File: config.mk
export PLATFORM = sky130hd
export DESIGN_NAME = lsb_first_bit_packer_top
export DESIGN_NICKNAME = d
export VERILOG_FILES = /design/src/bp_pkg.sv /design/src/bp_front.sv /design/src/bp_queue.sv /design/src/bp_back.sv /design/src/lsb_first_bit_packer_top.sv
export SDC_FILE = /design/constraint.sdc
export NUM_CORES = 1
export LEC_CHECK = 0
export BUFFER_PORTS_ARGS = -buffer_cell sky130_fd_sc_hd__buf_2
export CORE_UTILIZATION = 30
export DETAILED_ROUTE_END_ITERATION = 8
export GPL_TIMING_DRIVEN = 0
export SLEW_MARGIN = 20
export SYNTH_ARGS = -nofsm -noshare
export SYNTH_HDL_FRONTEND = slang
export SYNTH_HIERARCHICAL = 1
export SYNTH_SLANG_ARGS = --single-unit
File: constraint.sdc
create_clock -name clk -period 6.7 [get_ports clk]
set_input_delay 1.005 -clock clk [delete_from_list [all_inputs] [get_ports clk]]
set_output_delay 1.005 -clock clk [all_outputs]
set_load 0.01 [all_outputs]
File: src/bp_pkg.sv
// ----------------------------------------------------------------------------
// bp_pkg
// Shared types and constants for the LSB-first bit packer.
// ----------------------------------------------------------------------------
`default_nettype none

package bp_pkg;

  localparam int unsigned MAX_BYTES_DEF = 4096;
  localparam logic [12:0] CAP_RST       = 13'd4096;
  localparam int unsigned Q_DEPTH       = 2;
  localparam int unsigned Q_AW          = $clog2(Q_DEPTH);
  localparam logic [5:0]  MAX_FIELD     = 6'd32;

  typedef enum logic [1:0] {
    ST_OK    = 2'd0,
    ST_WIDTH = 2'd1,
    ST_FULL  = 2'd2
  } status_t;

  typedef enum logic {
    REQ_WRITE = 1'b0,
    REQ_PAD   = 1'b1
  } req_t;

  typedef struct packed {
    req_t        req_type;
    logic [31:0] data_value;
    logic [5:0]  bit_count;
  } in_item_t;

  typedef struct packed {
    logic        byte_valid;
    logic [7:0]  data_byte;
    status_t     status;
    logic        last;
    logic [15:0] bits_written;
  } out_item_t;

  // One classified item on its way from the front to the back.
  typedef struct packed {
    logic [31:0] bytes;
    logic [2:0]  nbytes;
    status_t     status;
    logic [15:0] bits_written;
  } job_t;

endpackage

`default_nettype wire

File: src/bp_front.sv
// ----------------------------------------------------------------------------
// bp_front
// Accepts items, checks them and advances the bit position and open byte.
// ----------------------------------------------------------------------------
`default_nettype none

module bp_front import bp_pkg::*; #(
  parameter int unsigned MAX_BYTES = MAX_BYTES_DEF
) (
  input  wire logic      clk,
  input  wire logic      rst_n,
  input  wire logic      in_valid,
  output logic           in_ready,
  input  wire in_item_t  in_data,
  input  wire logic      cfg_valid,
  input  wire logic [12:0] cfg_data,
  input  wire logic      q_full,
  output logic           push,
  output job_t           push_job
);

  localparam logic [16:0] MAX_B = 17'(MAX_BYTES);

  function automatic logic [15:0] cap_limit(input logic [12:0] cap);
    logic [16:0] c17;
    logic [16:0] cl;
    c17 = {4'b0000, cap};
    cl  = (c17 > MAX_B) ? MAX_B : c17;
    return {cl[12:0], 3'b000};
  endfunction

  logic [7:0]  partial_r, partial_nxt;
  logic [15:0] pos_r, pos_nxt;
  logic [15:0] limit_r;

  logic [2:0]  offset;
  logic        is_pad;
  logic [5:0]  cnt;
  logic        width_err, full_err, ok;
  logic [15:0] room;
  logic [31:0] value, masked;
  logic [32:0] mask33;
  logic [39:0] acc;
  logic [6:0]  total;
  logic [2:0]  nbytes;

  assign in_ready = !q_full;
  assign push     = in_valid && in_ready;

  always_comb begin
    offset    = pos_r[2:0];
    is_pad    = (in_data.req_type == REQ_PAD);
    cnt       = is_pad ? ((offset == 3'd0) ? 6'd0 : (6'd8 - {3'b000, offset}))
                       : in_data.bit_count;
    width_err = !is_pad && (in_data.bit_count > MAX_FIELD);
    room      = limit_r - pos_r;
    full_err  = (pos_r > limit_r) || ({10'b0, cnt} > room);
    ok        = !width_err && !full_err;
    value     = is_pad ? 32'd0 : in_data.data_value;
    mask33    = (33'd1 << cnt) - 33'd1;
    masked    = value & mask33[31:0];
    acc       = {32'd0, partial_r} | ({8'd0, masked} << offset);
    total     = {4'b0000, offset} + {1'b0, cnt};
    nbytes    = total[5:3];

    case (nbytes)
      3'd0:    partial_nxt = acc[7:0];
      3'd1:    partial_nxt = acc[15:8];
      3'd2:    partial_nxt = acc[23:16];
      3'd3:    partial_nxt = acc[31:24];
      default: partial_nxt = acc[39:32];
    endcase
    pos_nxt = pos_r + {10'b0, cnt};

    push_job.bytes        = acc[31:0];
    push_job.nbytes       = ok ? nbytes : 3'd0;
    push_job.status       = width_err ? ST_WIDTH : (full_err ? ST_FULL : ST_OK);
    push_job.bits_written = ok ? pos_nxt : pos_r;
  end

  always_ff @(posedge clk) begin
    if (!rst_n) begin
      partial_r <= 8'd0;
      pos_r     <= 16'd0;
      limit_r   <= cap_limit(CAP_RST);
    end else if (cfg_valid) begin
      // restart the stream on a capacity write
      partial_r <= 8'd0;
      pos_r     <= 16'd0;
      limit_r   <= cap_limit(cfg_data);
    end else if (push && ok) begin
      partial_r <= partial_nxt;
      pos_r     <= pos_nxt;
    end
  end

endmodule

`default_nettype wire

File: src/bp_queue.sv
// ----------------------------------------------------------------------------
// bp_queue
// Short job queue between the front and the back.
// ----------------------------------------------------------------------------
`default_nettype none

module bp_queue import bp_pkg::*; (
  input  wire logic clk,
  input  wire logic rst_n,
  input  wire logic push,
  input  wire job_t push_job,
  input  wire logic pop,
  output logic      full,
  output logic      empty,
  output job_t      head
);

  job_t               mem_r [Q_DEPTH];
  logic [Q_AW-1:0]    wr_r, rd_r;
  logic [Q_AW:0]      cnt_r;

  assign full  = (cnt_r == (Q_AW+1)'(Q_DEPTH));
  assign empty = (cnt_r == '0);
  assign head  = mem_r[rd_r];

  always_ff @(posedge clk) begin
    if (push) begin
      mem_r[wr_r] <= push_job;
    end
  end

  always_ff @(posedge clk) begin
    if (!rst_n) begin
      wr_r  <= '0;
      rd_r  <= '0;
      cnt_r <= '0;
    end else begin
      if (push) begin
        wr_r <= (wr_r == (Q_AW)'(Q_DEPTH - 1)) ? '0 : wr_r + 1'b1;
      end
      if (pop) begin
        rd_r <= (rd_r == (Q_AW)'(Q_DEPTH - 1)) ? '0 : rd_r + 1'b1;
      end
      case ({push, pop})
        2'b10:   cnt_r <= cnt_r + 1'b1;
        2'b01:   cnt_r <= cnt_r - 1'b1;
        default: cnt_r <= cnt_r;
      endcase
    end
  end

endmodule

`default_nettype wire

File: src/bp_back.sv
// ----------------------------------------------------------------------------
// bp_back
// Drains queued jobs into the output register, one result per cycle while out_ready is high.
// ----------------------------------------------------------------------------
`default_nettype none

module bp_back import bp_pkg::*; (
  input  wire logic      clk,
  input  wire logic      rst_n,
  input  wire job_t      head,
  input  wire logic      q_empty,
  output logic           pop,
  output logic           out_valid,
  input  wire logic      out_ready,
  output out_item_t      out_data
);

  logic       out_valid_r;
  out_item_t  out_r, res;
  logic [1:0] idx_r;
  logic       load, is_last;

  assign out_valid = out_valid_r;
  assign out_data  = out_r;

  always_comb begin
    load    = !q_empty && (!out_valid_r || out_ready);
    is_last = (head.nbytes == 3'd0) || ({1'b0, idx_r} + 3'd1 == head.nbytes);
    pop     = load && is_last;

    res.byte_valid   = (head.nbytes != 3'd0);
    res.data_byte    = res.byte_valid ? head.bytes[{idx_r, 3'b000} +: 8] : 8'd0;
    res.status       = head.status;
    res.last         = is_last;
    res.bits_written = head.bits_written;
  end

  always_ff @(posedge clk) begin
    if (load) begin
      out_r <= res;
    end
  end

  always_ff @(posedge clk) begin
    if (!rst_n) begin
      out_valid_r <= 1'b0;
      idx_r       <= 2'd0;
    end else begin
      if (load) begin
        out_valid_r <= 1'b1;
        idx_r       <= is_last ? 2'd0 : idx_r + 2'd1;
      end else if (out_ready) begin
        out_valid_r <= 1'b0;
      end
    end
  end

endmodule

`default_nettype wire

File: src/lsb_first_bit_packer_top.sv
// ----------------------------------------------------------------------------
// lsb_first_bit_packer_top
// Packs 0..32-bit fields into a byte stream, least significant bit first.
// ----------------------------------------------------------------------------
// A new item is taken every cycle as long as the two-entry job queue has
// room. Each item yields one result per completed byte (up to four), or a
// single result with byte_valid low when no byte completes or the item is
// rejected; results leave one per cycle from a registered output while
// out_ready is high, so the output drain sets the sustained rate. An
// accepted item is written to the job queue and then loaded into the
// output register. A capacity write (cfg_valid, always ready) restarts the
// stream at bit position zero and must only be issued while no results are
// outstanding.
`default_nettype none

module lsb_first_bit_packer_top import bp_pkg::*; #(
  parameter int unsigned MAX_BYTES = MAX_BYTES_DEF
) (
  input  wire logic        clk,
  input  wire logic        rst_n,
  input  wire logic        in_valid,
  output logic             in_ready,
  input  wire in_item_t    in_data,
  output logic             out_valid,
  input  wire logic        out_ready,
  output out_item_t        out_data,
  input  wire logic        cfg_valid,
  output logic             cfg_ready,
  input  wire logic [12:0] cfg_data
);

  logic q_full, q_empty, push, pop;
  job_t push_job, head;

  // configuration is never stalled
  assign cfg_ready = 1'b1;

  // front: check the item, advance position and open byte
  bp_front #(.MAX_BYTES(MAX_BYTES)) u_front (
    .clk      (clk),
    .rst_n    (rst_n),
    .in_valid (in_valid),
    .in_ready (in_ready),
    .in_data  (in_data),
    .cfg_valid(cfg_valid),
    .cfg_data (cfg_data),
    .q_full   (q_full),
    .push     (push),
    .push_job (push_job)
  );

  // hold classified jobs so the front keeps going while bytes drain
  bp_queue u_queue (
    .clk     (clk),
    .rst_n   (rst_n),
    .push    (push),
    .push_job(push_job),
    .pop     (pop),
    .full    (q_full),
    .empty   (q_empty),
    .head    (head)
  );

  // back: emit one result per cycle while out_ready is high, drop the job after its last result
  bp_back u_back (
    .clk      (clk),
    .rst_n    (rst_n),
    .head     (head),
    .q_empty  (q_empty),
    .pop      (pop),
    .out_valid(out_valid),
    .out_ready(out_ready),
    .out_data (out_data)
  );

endmodule

`default_nettype wire

==> results by group, run 1 <==
Outcome
  • Run status: completed

Logic synthesis
  • Area contributors post-synth: edfxtp_1, dfxtp_1, mux2_2
  • Post-synth EDFFs: 134
  • Top_reg_cell synth: edfxtp_1
  • Seq/Total Area, Yosys: a little over two fifths
  • Ys Warns: 6
  • Dominant cell type by area after synthesis: edfxtp_1
  • Syn Inst Count: 1134
  • Most numerous cell in the Yosys netlist: edfxtp_1
  • Synth async-reset ratio: 0%
  • FF+latch count, synth: between 150 and 200
  • Top cell type's share of synthesized area: 35.3%
  • Netlist cell types: 94
  • Avg Inst Size Synth: ~10 um^2
  • Mapped Area: 11400 um^2
  • Commonest cells in the netlist: edfxtp_1, nand2_1, nor2_1, mux2_2, a21oi_1
  • Syn Nets: 1222

Power and ir drop
  • Power, Total: between 3 and 4 mW
  • Power per Cell Area: 291 nW/um^2
  • Leak Pwr: around 4.8 nW
  • VDD IR max: 0.202 mV

Floorplan
  • Die area: between 30000 and 40000 um^2
  • Die width: 197 um
  • Initial Utilization: 30.4%
  • Core Footprint: 37600 um^2
  • Die height: 197 um
  • FP Rows: 71
  • Io pins: between 80 and 90

Setup path
  • Setup Crit Path Kind: flip-flop to flip-flop
  • CP max FO: 12
  • Crit path required time: 6.99 ns
  • Largest stage delay on the critical path: about 0.55 ns
  • CP arrival: around 6.6 ns
  • Flop2flop setup slack: around 0.37 ns
  • Reg2Reg Launch Point: u_front/pos_r[1]
  • Crit path from: u_front/pos_r[1]
  • FF-to-FF End: u_front/partial_r[6]
  • Critical Path Sink Type: flip-flop
  • Cells along the critical path: buf_4, clkinvlp_4, clkbuf_2, clkbuf_2, ha_1, ha_1, nand3b_1, and2_1, clkbuf_1, inv_1, ha_1, and3_1, nand4b_1, o2111ai_1, nor4_1, o2111ai_1, or4_1, clkbuf_1, nand3_1, nor2_1, clkbuf_2, o21ai_0, a41oi_1
  • Cells on worst reg2reg path: 23
  • Critical Path Start Type: flip-flop
  • Top delay family on crit path: buffers and inverters
  • CP bufs+invs: 8
  • CP max-delay cell: or4_1

Routing
  • DRT Pass-1 Iters: 5
  • DR vias: 9767
  • Vias per cell: 5.53
  • Routed len/inst: 20.2 um
  • Residual DRC count: 0
  • Initial drt markers: 893
  • Drt total wl: 35.7 mm
  • Antenna-violating nets left: 0

Placement
  • Dpl cell area: 12600 um^2
  • IO Port Bufs: 85
  • Place WS: -0.543 ns
  • Final RePlAce weighted congestion: 0.991
  • DPL Wire Length: 27.9 mm

Job
  • Maxcap violations: 0

Finish
  • Nets: 1331
  • Post-layout util: between 30% and 40%
  • Share of cells above drive strength 1: 20.7%
  • # diodes: 0
  • Finished Cell Area: 13200 um^2
  • Area growth, synth to finish: 15.7%

Clock network
  • CTS Buffer Depth: 2
  • Root Driver: clkbuf_16
  • Clock Sinks: 179
  • CTS H-tree lvls: 4
  • CTS tree: done
  • Worst-path clk slew: 0.07 ns
  • CTS buffer count: 17
  • Hold buffers post-CTS: 0
  • Clock Latency Late Sink: 0.43 ns

STA
  • Worst Max-Slew Pin Slew: 0.950 ns
  • Count of final hold-check violations: 0
  • Crit share post-route: 94.5%
  • Finish-stage setup viols: 0
  • WHS: about 0.48 ns
  • FMAX: 0.158 GHz
  • Setup slack after layout: 0.367 ns
  • Rel. slew slack: 35.0%
  • Tmin final: 6.33 ns
  • Final max-slew violation count: 0
  • Worst Skew: 0.00710 ns
  • RSZ-0062 raised after global routing: no

Global routing
  • Total GRT Usage: 18.2%
  • GRT overflow: 0
  • Largest net degree at the start of global routing: 42
  • First-pass GRT wire length: 53.9 mm
  • Initial antenna violation count: 0
  • Vias in the first global route: between 9000 and 10000

Worst hold path
  • Hold Path End: u_front/pos_r[4]
  • Min-delay worst type: flip-flop to flip-flop
  • Worst Hold Launch: u_front/pos_r[4]
  • WHS Path Cells: 2
==> how the worst max path moves through the flow <==
| stage | end | depth (start not counted) | slack (ns) |
|---|---|---|---|
| after floorplan | u_queue/mem_r[0][2] | 24 | 1.38 |
| after global placement | u_front/partial_r[4] | 24 | -0.58 |
| after detailed placement | u_front/partial_r[6] | 23 | -0.54 |
| after CTS | u_front/partial_r[6] | 22 | 0.15 |
| after global routing | u_queue/mem_r[0][5] | 22 | 0.003 |
| final | u_front/partial_r[6] | 23 | 0.37 |
==> flip-flops by register name, indices dropped and copies added, names as in the netlist, named ones only <==
name	count
u_queue/wr_r	1
u_back/out_valid	1
u_queue/mem_r	106
u_back/idx_r	2
u_queue/rd_r	1
u_front/pos_r	16
u_front/partial_r	8
u_back/out_data	28
u_front/limit_r	13
u_queue/cnt_r	2
==> cells in the final DEF (no fill, tap or decap), types with 18 or more instances in the layout <==
| master | netlist | routed |
|---|---|---|
| o21ai_0 | 46 | 46 |
| xnor2_1 | 26 | 26 |
| dfxtp_1 | 45 | 45 |
| a21o_1 | 18 | 18 |
| nor2b_1 | 19 | 19 |
| inv_1 | 44 | 42 |
| or3_1 | 21 | 21 |
| clkbuf_1 | 42 | 38 |
| ha_1 | 30 | 30 |
| nor3_1 | 22 | 22 |
| a21oi_1 | 58 | 58 |
| nor2_1 | 80 | 79 |
| mux2_2 | 63 | 63 |
| nand2_1 | 98 | 98 |
| buf_2 | 14 | 99 |
| edfxtp_1 | 134 | 134 |
| nand3_1 | 34 | 34 |
==> cell families after synthesis <==
| logic type | share of synthesized area (%) |
|---|---|
| compound gates | 19.3 |
| xor+xnor | 2.53 |
| fa+ha+maj | 3.47 |
| buf+inv | 3.95 |
| flops | 43.2 |
| mux | 10.1 |
| other cells | 0.0329 |
| simple gates | 17.4 |
==> where the power goes <==
part           internal [mW]  switching, mW  leakage (nW)
sequential              1.48         0.0554          1.66
combinational          0.541          0.752          2.84
clock                  0.605          0.403         0.296
==> per-layer routing <==
| layer | wire (um) | share of wire, % | vias to the layer above | track usage, % |
|---|---|---|---|---|
| met3 | 2090 | 5.9 | 65 | 2.95 |
| met1 | 16300 | 46 | 4720 | 24.7 |
| li1 | - | - | 4560 | - |
| met4 | 1090 | 3.1 | 0 | 6.78 |
| met5 | 0 | 0 | - | 0 |
| met2 | 16200 | 46 | 422 | 28.9 |
==> tightest hold or removal path, stage by stage, from the launching register on <==
cell and delay [ns]:
dfxtp_1 0.33, nand2_1 0.06, a21oi_1 0.05
==> per-stage QoR <==
step           TNS [ns]  cells
2_1_floorplan         0   1134
3_3_place_gp     -16.94   1730
3_5_place_dp     -13.54   1733
4_1_cts               0   1764
5_1_grt               0   1767
6_report              0   1767
==> final cells by class <==
type / count / area, um^2
Buffer: 62 / 284
Fill cell: 3775 / 24400
Tap cell: 511 / 639
Inverter: 45 / 174
Timing Repair Buffer: 91 / 523
Sequential cell: 179 / 4920
Clock buffer: 22 / 464
Clock inverter: 10 / 131
Multi-Input combinational cell: 847 / 6060
==> timing repair <==
action,in CTS,in global routing
buffers inserted,0,3
resized for setup,2,9
setup endpoints to repair,48,33
pin swaps,0,1
(Power assumes the default switching activity.)
==> run 2: changes to the inputs <==
SYNTH_HIERARCHICAL = default   (was 1)
==> run 2 against run 1 <==
Compared with the run above:
- via count increased by 17%
- power decreased by 0.42%
- final area increased by 5.8%
- worst setup slack got worse by 0.10 ns
- flip-flop and latch count unchanged
- clock power decreased by 7%
- first-iteration DRC count increased by 71%
- non-clock buffer count increased by 13
- die area increased by 6.9%
- sequential share of layout area decreased by 2.0 points
- critical endpoint is now u_queue.mem_r[0][47]
- highest routed layer unchanged
==> results by group, run 2 <==
Power and ir drop
  • Clk pwr share: 24.6% (was 26.2%)
  • P_sw: 1.30 mW (was 1.21 mW)
  • Seq pwr share: 40.4% (was 40.1%)
  • Switching part of the total power: 33.9% (was 31.5%)
  • Power share of the combinational group: 35.0% (was 33.6%)
  • Power, Total: 3.82 mW (was 3.84 mW)
  • P_int: 2.53 mW (was 2.63 mW)
  • Leak Pwr: 4.84 nW (was 4.80 nW)
  • Power per Cell Area: 274 nW/um^2 (was 291 nW/um^2)
  • VDD IR max: 0.198 mV (was 0.202 mV)

Worst hold path
  • Min-delay worst type: flip-flop to flip-flop (unchanged)
  • WHS Path Cells: 2 (unchanged)
  • Worst Hold Launch: u_front.pos_r[4] (was u_front/pos_r[4])
  • Hold Path End: u_front.pos_r[4] (was u_front/pos_r[4])

Routing
  • Initial drt markers: 1530 (was 893)
  • Drt total wl: 44.0 mm (was 35.7 mm)
  • DRT Pass-1 Iters: 5 (unchanged)
  • Antenna-violating nets left: 0 (unchanged)
  • Routed len/inst: 22.8 um (was 20.2 um)
  • Vias per cell: 5.94 (was 5.53)
  • Residual DRC count: 0 (unchanged)
  • DR vias: 11500 (was 9767)

STA
  • Rel. slew slack: 34.6% (was 35.0%)
  • Final max-slew violation count: 0 (unchanged)
  • Finish-stage setup viols: 0 (unchanged)
  • RSZ-0062 raised after global routing: no (unchanged)
  • Tmin final: 6.43 ns (was 6.33 ns)
  • Setup slack after layout: 0.266 ns (was 0.367 ns)
  • Worst Skew: 0.00951 ns (was 0.00710 ns)
  • Crit share post-route: 96.0% (was 94.5%)
  • Count of final hold-check violations: 0 (unchanged)
  • Worst Max-Slew Pin Slew: 0.970 ns (was 0.950 ns)
  • FMAX: 0.155 GHz (was 0.158 GHz)

Finish
  • Most frequent cells in the layout: edfxtp_1, nand2_1, nor2_1 (was edfxtp_1, buf_2, nand2_1)
  • Commonest non-fill, non-tap cell in the layout: edfxtp_1 (unchanged)
  • Finished Cell Area: 14000 um^2 (was 13200 um^2)
  • # fillers: 4121 (was 3775)
  • Nets: 1481 (was 1331)
  • Area growth, synth to finish: 14.4% (was 15.7%)
  • Max reg flops: 106 (unchanged)
  • Share of cells above drive strength 1: 14.8% (was 20.7%)
  • Register with the most flip-flops: u_queue.mem_r (was u_queue/mem_r)
  • # diodes: 0 (unchanged)

Clock network
  • Clock Latency Late Sink: 0.42 ns (was 0.43 ns)
  • Worst-path clk slew: 0.07 ns (about the same)
  • Root Driver: clkbuf_16 (unchanged)
  • CTS H-tree lvls: 4 (unchanged)
  • CTS buffer count: 17 (unchanged)
  • CTS Buffer Depth: 2 (unchanged)
  • CTS tree: done (unchanged)
  • Clock Sinks: 179 (unchanged)
  • Hold buffers post-CTS: 0 (unchanged)
  • Post-CTS Setup Bufs: 0 (unchanged)

Logic synthesis
  • Most numerous cell in the Yosys netlist: edfxtp_1 (unchanged)
  • Top cell type's share of synthesized area: 33.0% (was 35.3%)
  • Synth async-reset ratio: 0% (unchanged)
  • Dominant cell type by area after synthesis: edfxtp_1 (unchanged)
  • Seq/Total Area, Yosys: 40.4% (was 43.2%)
  • Post-synth EDFFs: 134 (unchanged)
  • Mapped Area: 12200 um^2 (was 11400 um^2)
  • FF+latch count, synth: 179 (unchanged)
  • Syn Nets: 1375 (was 1222)
  • Avg Inst Size Synth: 9.48 um^2 (was 10.1 um^2)
  • Netlist cell types: 96 (was 94)
  • Top_reg_cell synth: edfxtp_1 (unchanged)
  • Syn Inst Count: 1287 (was 1134)
  • Commonest cells in the netlist: edfxtp_1, nand2_1, nor2_1, o21ai_0, a21oi_1 (was edfxtp_1, nand2_1, nor2_1, mux2_2, a21oi_1)
  • Ys Warns: 0 (was 6)
  • Area contributors post-synth: edfxtp_1, dfxtp_1, nand2_1 (was edfxtp_1, dfxtp_1, mux2_2)

Global routing
  • Largest net degree at the start of global routing: 54 (was 42)
  • Vias in the first global route: 10600 (was 9176)
  • Initial antenna violation count: 0 (unchanged)
  • GRT overflow: 0 (unchanged)
  • First-pass GRT wire length: 65.9 mm (was 53.9 mm)
  • Total GRT Usage: 20.9% (was 18.2%)

Placement
  • DPL Wire Length: 34.4 mm (was 27.9 mm)
  • IO Port Bufs: 83 (was 85)
  • Final RePlAce weighted congestion: 1.03 (was 0.991)
  • Place WS: -0.136 ns (was -0.543 ns)
  • Dpl cell area: 13400 um^2 (was 12600 um^2)

Floorplan
  • Die area: 41500 um^2 (was 38800 um^2)
  • FP Rows: 73 (was 71)
  • Initial Utilization: 30.6% (was 30.4%)
  • Core Footprint: 39900 um^2 (was 37600 um^2)
  • Io pins: 88 (unchanged)
  • Die width: 204 um (was 197 um)
  • Die height: 204 um (was 197 um)

Setup path
  • Critical Path Sink Type: flip-flop (unchanged)
  • FF-to-FF End: u_queue.mem_r[0][47] (was u_front/partial_r[6])
  • Flop2flop setup slack: 0.27 ns (was 0.37 ns)
  • Reg2Reg Launch Point: u_front.pos_r[2] (was u_front/pos_r[1])
  • CP max FO: 11 (was 12)
  • Crit path required time: 6.87 ns (was 6.99 ns)
  • Setup Crit Path Kind: flip-flop to flip-flop (unchanged)
  • CP arrival: 6.60 ns (was 6.63 ns)
  • Critical Path Start Type: flip-flop (unchanged)
  • Cells on worst reg2reg path: 19 (was 23)

Job
  • Maxcap violations: 0 (unchanged)

Outcome
  • Run status: completed (unchanged)
==> run 2: changes by cell type after synthesis, moves of 10 or more <==
| cell | change |
|---|---|
| a31oi_1 | +14 |
| o211ai_1 | +15 |
| mux2_2 | -42 |
| clkbuf_1 | +15 |
| mux2i_1 | +14 |
| nand4_1 | +12 |
| buf_2 | -11 |
| nor3_1 | +11 |
| nor2_1 | +26 |
| buf_1 | +10 |
| o21ai_0 | +14 |
| nand2_1 | +21 |
| inv_1 | -10 |
| nand3_1 | +13 |
==> run 2: per-layer routing <==
metal	wire [um]	global-route usage [%]	vias to the layer above	part of all wire, %
li1	-	-	5206	-
met1	20100	29.9	5546	46
met2	19000	31.4	607	43
met3	3340	2.86	109	7.6
met4	1530	8.27	0	3.5
met5	0	0	-	0
==> run 2: how the worst max path moves through the flow <==
stage | cells after the start | from | slack [ns] | endpoint
floorplan | 19 | u_front.pos_r[1] | 2.05 | u_front.partial_r[4]
global placement | 19 | u_front.pos_r[0] | -0.14 | u_front.partial_r[6]
detailed placement | 20 | u_front.pos_r[1] | -0.14 | u_front.partial_r[6]
CTS | 19 | u_front.pos_r[0] | 0.10 | u_front.partial_r[1]
global route | 18 | u_front.pos_r[2] | 0.01 | u_front.partial_r[7]
finish | 19 | u_front.pos_r[2] | 0.27 | u_queue.mem_r[0][47]
==> run 2: cell type report <==
type                       count  area, um^2  share of cell area [%]
sequential                   179        4920                    35.3
clock buffer                  19         433                    3.10
timing repair buffer          87         495                    3.55
inverter                      36         135                   0.968
clock inverter                13         125                   0.896
buffer                        79         344                    2.46
multi-input combinational    993        6850                    49.1
tap                          525         657                    4.70
==> run 2: logic make-up (layout without fill, tap and decap cells) <==
family	count (synthesis)	in the layout	synth area share, %
mux	62	62	6.94
compound gates	380	380	22.2
flops	179	179	40.4
other cells	1	1	0.0307
buf+inv	115	234	3.88
xor+xnor	32	32	2.30
fa+ha+maj	31	31	3.24
simple gates	487	487	21.0
==> run 2: through the flow <==
step | TNS [ns] | hold WS [ns] | cells | util (%)
2_1_floorplan | 0 | 0.448 | 1287 | -
3_3_place_gp | -0.251 | 0.465 | 1895 | 33.3
3_5_place_dp | -0.161 | 0.473 | 1899 | 33.5
4_1_cts | 0 | 0.486 | 1931 | 35.0
5_1_grt | 0 | 0.503 | 1931 | 35.0
6_report | 0 | 0.482 | 1931 | 35.0
==> run 2: timing repair <==
action                                  CTS  global route
hold endpoints to repair                  0             0
resized for setup                         2             9
cloned                                    0             0
endpoints found under the setup margin    2            81
==> run 2: power groups by stage <==
stage	combinational, mW	clock, mW	sequential, mW
floorplan	0.813	0	1.61
global route	1.44	1.00	1.57
global placement	1.26	0	1.58
CTS	1.33	0.960	1.55
finish	1.34	0.941	1.55
detailed placement	1.32	0	1.58
==> run 2: critical path, stage by stage (launching register included) <==
cell and delay, ns:
dfxtp_1 0.44, buf_2 0.28, clkinv_1 0.26, buf_1 0.36, clkbuf_1 0.36, clkbuf_2 0.34, ha_1 0.35, nor4_4 0.57
o2bb2ai_2 0.28, nand2_1 0.13, ha_1 0.30, inv_1 0.20, a211o_1 0.28, buf_4 0.21, nor3_4 0.38, and4_1 0.31
o211ai_1 0.10, a32oi_1 0.71, nand2_1 0.09, o21ai_0 0.20
==> run 3: changes to the inputs <==
HOLD_SLACK_MARGIN = 0.15   (was default)
REMOVE_ABC_BUFFERS = 1   (was default)
==> run 3 against run 2 <==
Compared with the run above:
- hold slack better by 0.0085 ns
- fmax grew 3.6%
- register-to-register slack better by 0.23 ns
- sequential power grew 5%
- clock power up 7%
- clock skew increased by 0.0063 ns
- final area shrank 1.4%
- first-iteration DRC count decreased by 21%
- power rose by 0.86%
- count of clock-buffer cells in the layout fell by 2
- largest cell class unchanged
==> results by group, run 3 (synthesis results as in run 2) <==
Routing
  • Vias per cell: 5.95 (was 5.94)
  • Residual DRC count: 0 (unchanged)
  • DRT Pass-1 Iters: 5 (unchanged)
  • Initial drt markers: 1207 (was 1530)
  • Routed len/inst: 21.9 um (was 22.8 um)
  • Antenna-violating nets left: 0 (unchanged)
  • DR vias: 11100 (was 11500)
  • Drt total wl: 40.8 mm (was 44.0 mm)

Global routing
  • Initial antenna violation count: 0 (unchanged)
  • Vias in the first global route: 10200 (was 10600)
  • Total GRT Usage: 19.4% (was 20.9%)
  • GRT overflow: 0 (unchanged)
  • Largest net degree at the start of global routing: 71 (was 54)
  • First-pass GRT wire length: 62.3 mm (was 65.9 mm)

Clock network
  • CTS buffer count: 17 (unchanged)
  • Post-CTS Setup Bufs: 0 (unchanged)
  • Clock Sinks: 179 (unchanged)
  • CTS Buffer Depth: 2 (unchanged)
  • Root Driver: clkbuf_16 (unchanged)
  • Clock Latency Late Sink: 0.44 ns (was 0.42 ns)
  • Worst-path clk slew: 0.08 ns (was 0.07 ns)
  • CTS H-tree lvls: 4 (unchanged)
  • CTS tree: done (unchanged)

Job
  • Maxcap violations: 0 (unchanged)

Setup path
  • CP max-delay cell: dfxtp_4 (was a32oi_1)
  • CP dominant cell by count: ha_1
  • CP max FO: 70 (was 11)
  • CP bufs+invs: 2 (was 7)
  • CP arrival: 6.51 ns (was 6.60 ns)
  • Crit path required time: 7.00 ns (was 6.87 ns)
  • Critical Path Sink Type: flip-flop (unchanged)
  • Largest stage delay on the critical path: 0.89 ns (was 0.71 ns)
  • Cells along the critical path: inv_2, ha_1, ha_1, nor4_4, o2bb2ai_2, nand2_1, ha_1, inv_1, a211o_1, nor3_4, a21oi_1, a31oi_1, a21oi_1, nor4b_1, a31oi_1 (was buf_2, clkinv_1, buf_1, clkbuf_1, clkbuf_2, ha_1, nor4_4, o2bb2ai_2, nand2_1, ha_1, inv_1, a211o_1, buf_4, nor3_4, and4_1, o211ai_1, a32oi_1, nand2_1, o21ai_0)
  • Critical Path Start Type: flip-flop (unchanged)
  • Top delay family on crit path: compound AO/OA/AOI/OAI gates (was buffers and inverters)
  • Setup Crit Path Kind: flip-flop to flip-flop (unchanged)

Power and ir drop
  • Clk pwr share: 26.3% (was 24.6%)
  • Switching part of the total power: 35.0% (was 33.9%)
  • Power per Cell Area: 280 nW/um^2 (was 274 nW/um^2)
  • P_sw: 1.35 mW (was 1.30 mW)
  • Leak Pwr: 4.77 nW (was 4.84 nW)
  • VDD IR max: 0.182 mV (was 0.198 mV)
  • Seq pwr share: 42.3% (was 40.4%)
  • P_int: 2.51 mW (was 2.53 mW)
  • Power share of the combinational group: 31.4% (was 35.0%)

Finish
  • Max reg flops: 106 (unchanged)
  • Area growth, synth to finish: 12.9% (was 14.4%)
  • Share of cells above drive strength 1: 15.9% (was 14.8%)
  • Post-layout util: 34.5% (was 35.0%)
  • Commonest non-fill, non-tap cell in the layout: edfxtp_1 (unchanged)
  • Nets: 1409 (was 1481)
  • # fillers: 4069 (was 4121)
  • Register with the most flip-flops: u_queue.mem_r (unchanged)
  • # diodes: 0 (unchanged)
  • Most frequent cells in the layout: edfxtp_1, nand2_1, nor2_1 (unchanged)

Placement
  • Final RePlAce weighted congestion: 0.956 (was 1.03)
  • Place WS: 0.296 ns (was -0.136 ns)
  • IO Port Bufs: 86 (was 83)
  • DPL Wire Length: 30.5 mm (was 34.4 mm)

STA
  • RSZ-0062 raised after global routing: no (unchanged)
  • Finish-stage setup viols: 0 (unchanged)
  • Tmin final: 6.21 ns (was 6.43 ns)
  • FMAX: 0.161 GHz (was 0.155 GHz)
  • Count of final hold-check violations: 0 (unchanged)
  • Final max-slew violation count: 0 (unchanged)
  • Crit share post-route: 92.7% (was 96.0%)
  • Setup slack after layout: 0.492 ns (was 0.266 ns)
  • Rel. slew slack: 23.4% (was 34.6%)
  • Worst Max-Slew Pin Slew: 1.14 ns (was 0.970 ns)
  • Worst Skew: 0.0158 ns (was 0.00951 ns)

Floorplan
  • Io pins: 88 (unchanged)
  • FP Rows: 73 (unchanged)
  • Core Footprint: 39900 um^2 (unchanged)
  • Die width: 204 um (unchanged)
  • Die area: 41500 um^2 (unchanged)
  • Initial Utilization: 30.6% (unchanged)
  • Die height: 204 um (unchanged)

Outcome
  • Run status: completed (unchanged)

Worst hold path
  • Min-delay worst type: flip-flop to flip-flop (unchanged)
==> run 3: cell count changes in the layout (fill, tap and decap cells not counted), moves of 3 or more <==
cell / change
clkbuf_1: -56
buf_1: -10
clkinv_8: +6
clkbuf_2: -5
dfxtp_1: -4
buf_4: -3
==> run 3: final timing paths <==
check	from	end	cells past startpoint	slack, ns
hold reg to reg	u_front.pos_r[4]	u_front.pos_r[4]	2	0.49
hold / removal	u_front.pos_r[4]	u_front.pos_r[4]	2	0.49
setup / recovery	u_front.pos_r[0]	u_front.partial_r[6]	15	0.49
setup reg to reg	u_front.pos_r[0]	u_front.partial_r[6]	15	0.49
==> run 3: what timing repair did <==
| action | 4_1_cts | 5_1_grt |
|---|---|---|
| endpoints found under the setup margin | 0 | 10 |
| gates resized for setup | 0 | 2 |
| hold buffers | 0 | 0 |
==> run 3: metal layers <==
metal	wire length, um	global-route usage (%)	up-vias
li1	-	-	5067
met1	19100	28.8	5408
met2	17700	29.0	513
met3	3020	2.41	68
met4	974	6.15	0
met5	0	0	-
==> run 3: layout make-up <==
class                           instances  area [um^2]  share of cell area, %
Sequential cell                       179         4930                   35.8
Multi-Input combinational cell        993         6850                   49.7
Clock inverter                         15          199                   1.44
Clock buffer                           17          425                   3.09
Tap cell                              525          657                   4.77
Inverter                               36          136                  0.990
Timing Repair Buffer                   94          569                   4.13
==> run 3: tightest hold or removal path, stage by stage (launching register included) <==
cell and delay (ns):
dfxtp_1 0.33, nand2_1 0.06, a21oi_1 0.06
==> run 3: power groups by stage <==
stage / Sequential [mW] / Clock, mW / Combinational (mW)
2_1_floorplan: 1.67 / 0 / 0.725
3_3_place_gp: 1.68 / 0 / 1.14
3_5_place_dp: 1.66 / 0 / 1.20
4_1_cts: 1.64 / 1.03 / 1.21
5_1_grt: 1.66 / 1.07 / 1.31
6_report: 1.63 / 1.01 / 1.21
==> run 3: per-stage QoR <==
| stage | power, mW | TNS [ns] | hold slack (ns) | std cells | instance area, um^2 |
|---|---|---|---|---|---|
| 5_1_grt | 4.05 | 0 | 0.512 | 1859 | 13800 |
| 6_report | 3.86 | 0 | 0.491 | 1859 | 13800 |
| 4_1_cts | 3.88 | 0 | 0.491 | 1859 | 13800 |
| 3_5_place_dp | 2.87 | 0 | 0.478 | 1827 | 13100 |
| 3_3_place_gp | 2.82 | -201.89 | 0.465 | 1819 | 13000 |
| 2_1_floorplan | 2.40 | 0 | 0.447 | 1208 | 11900 |
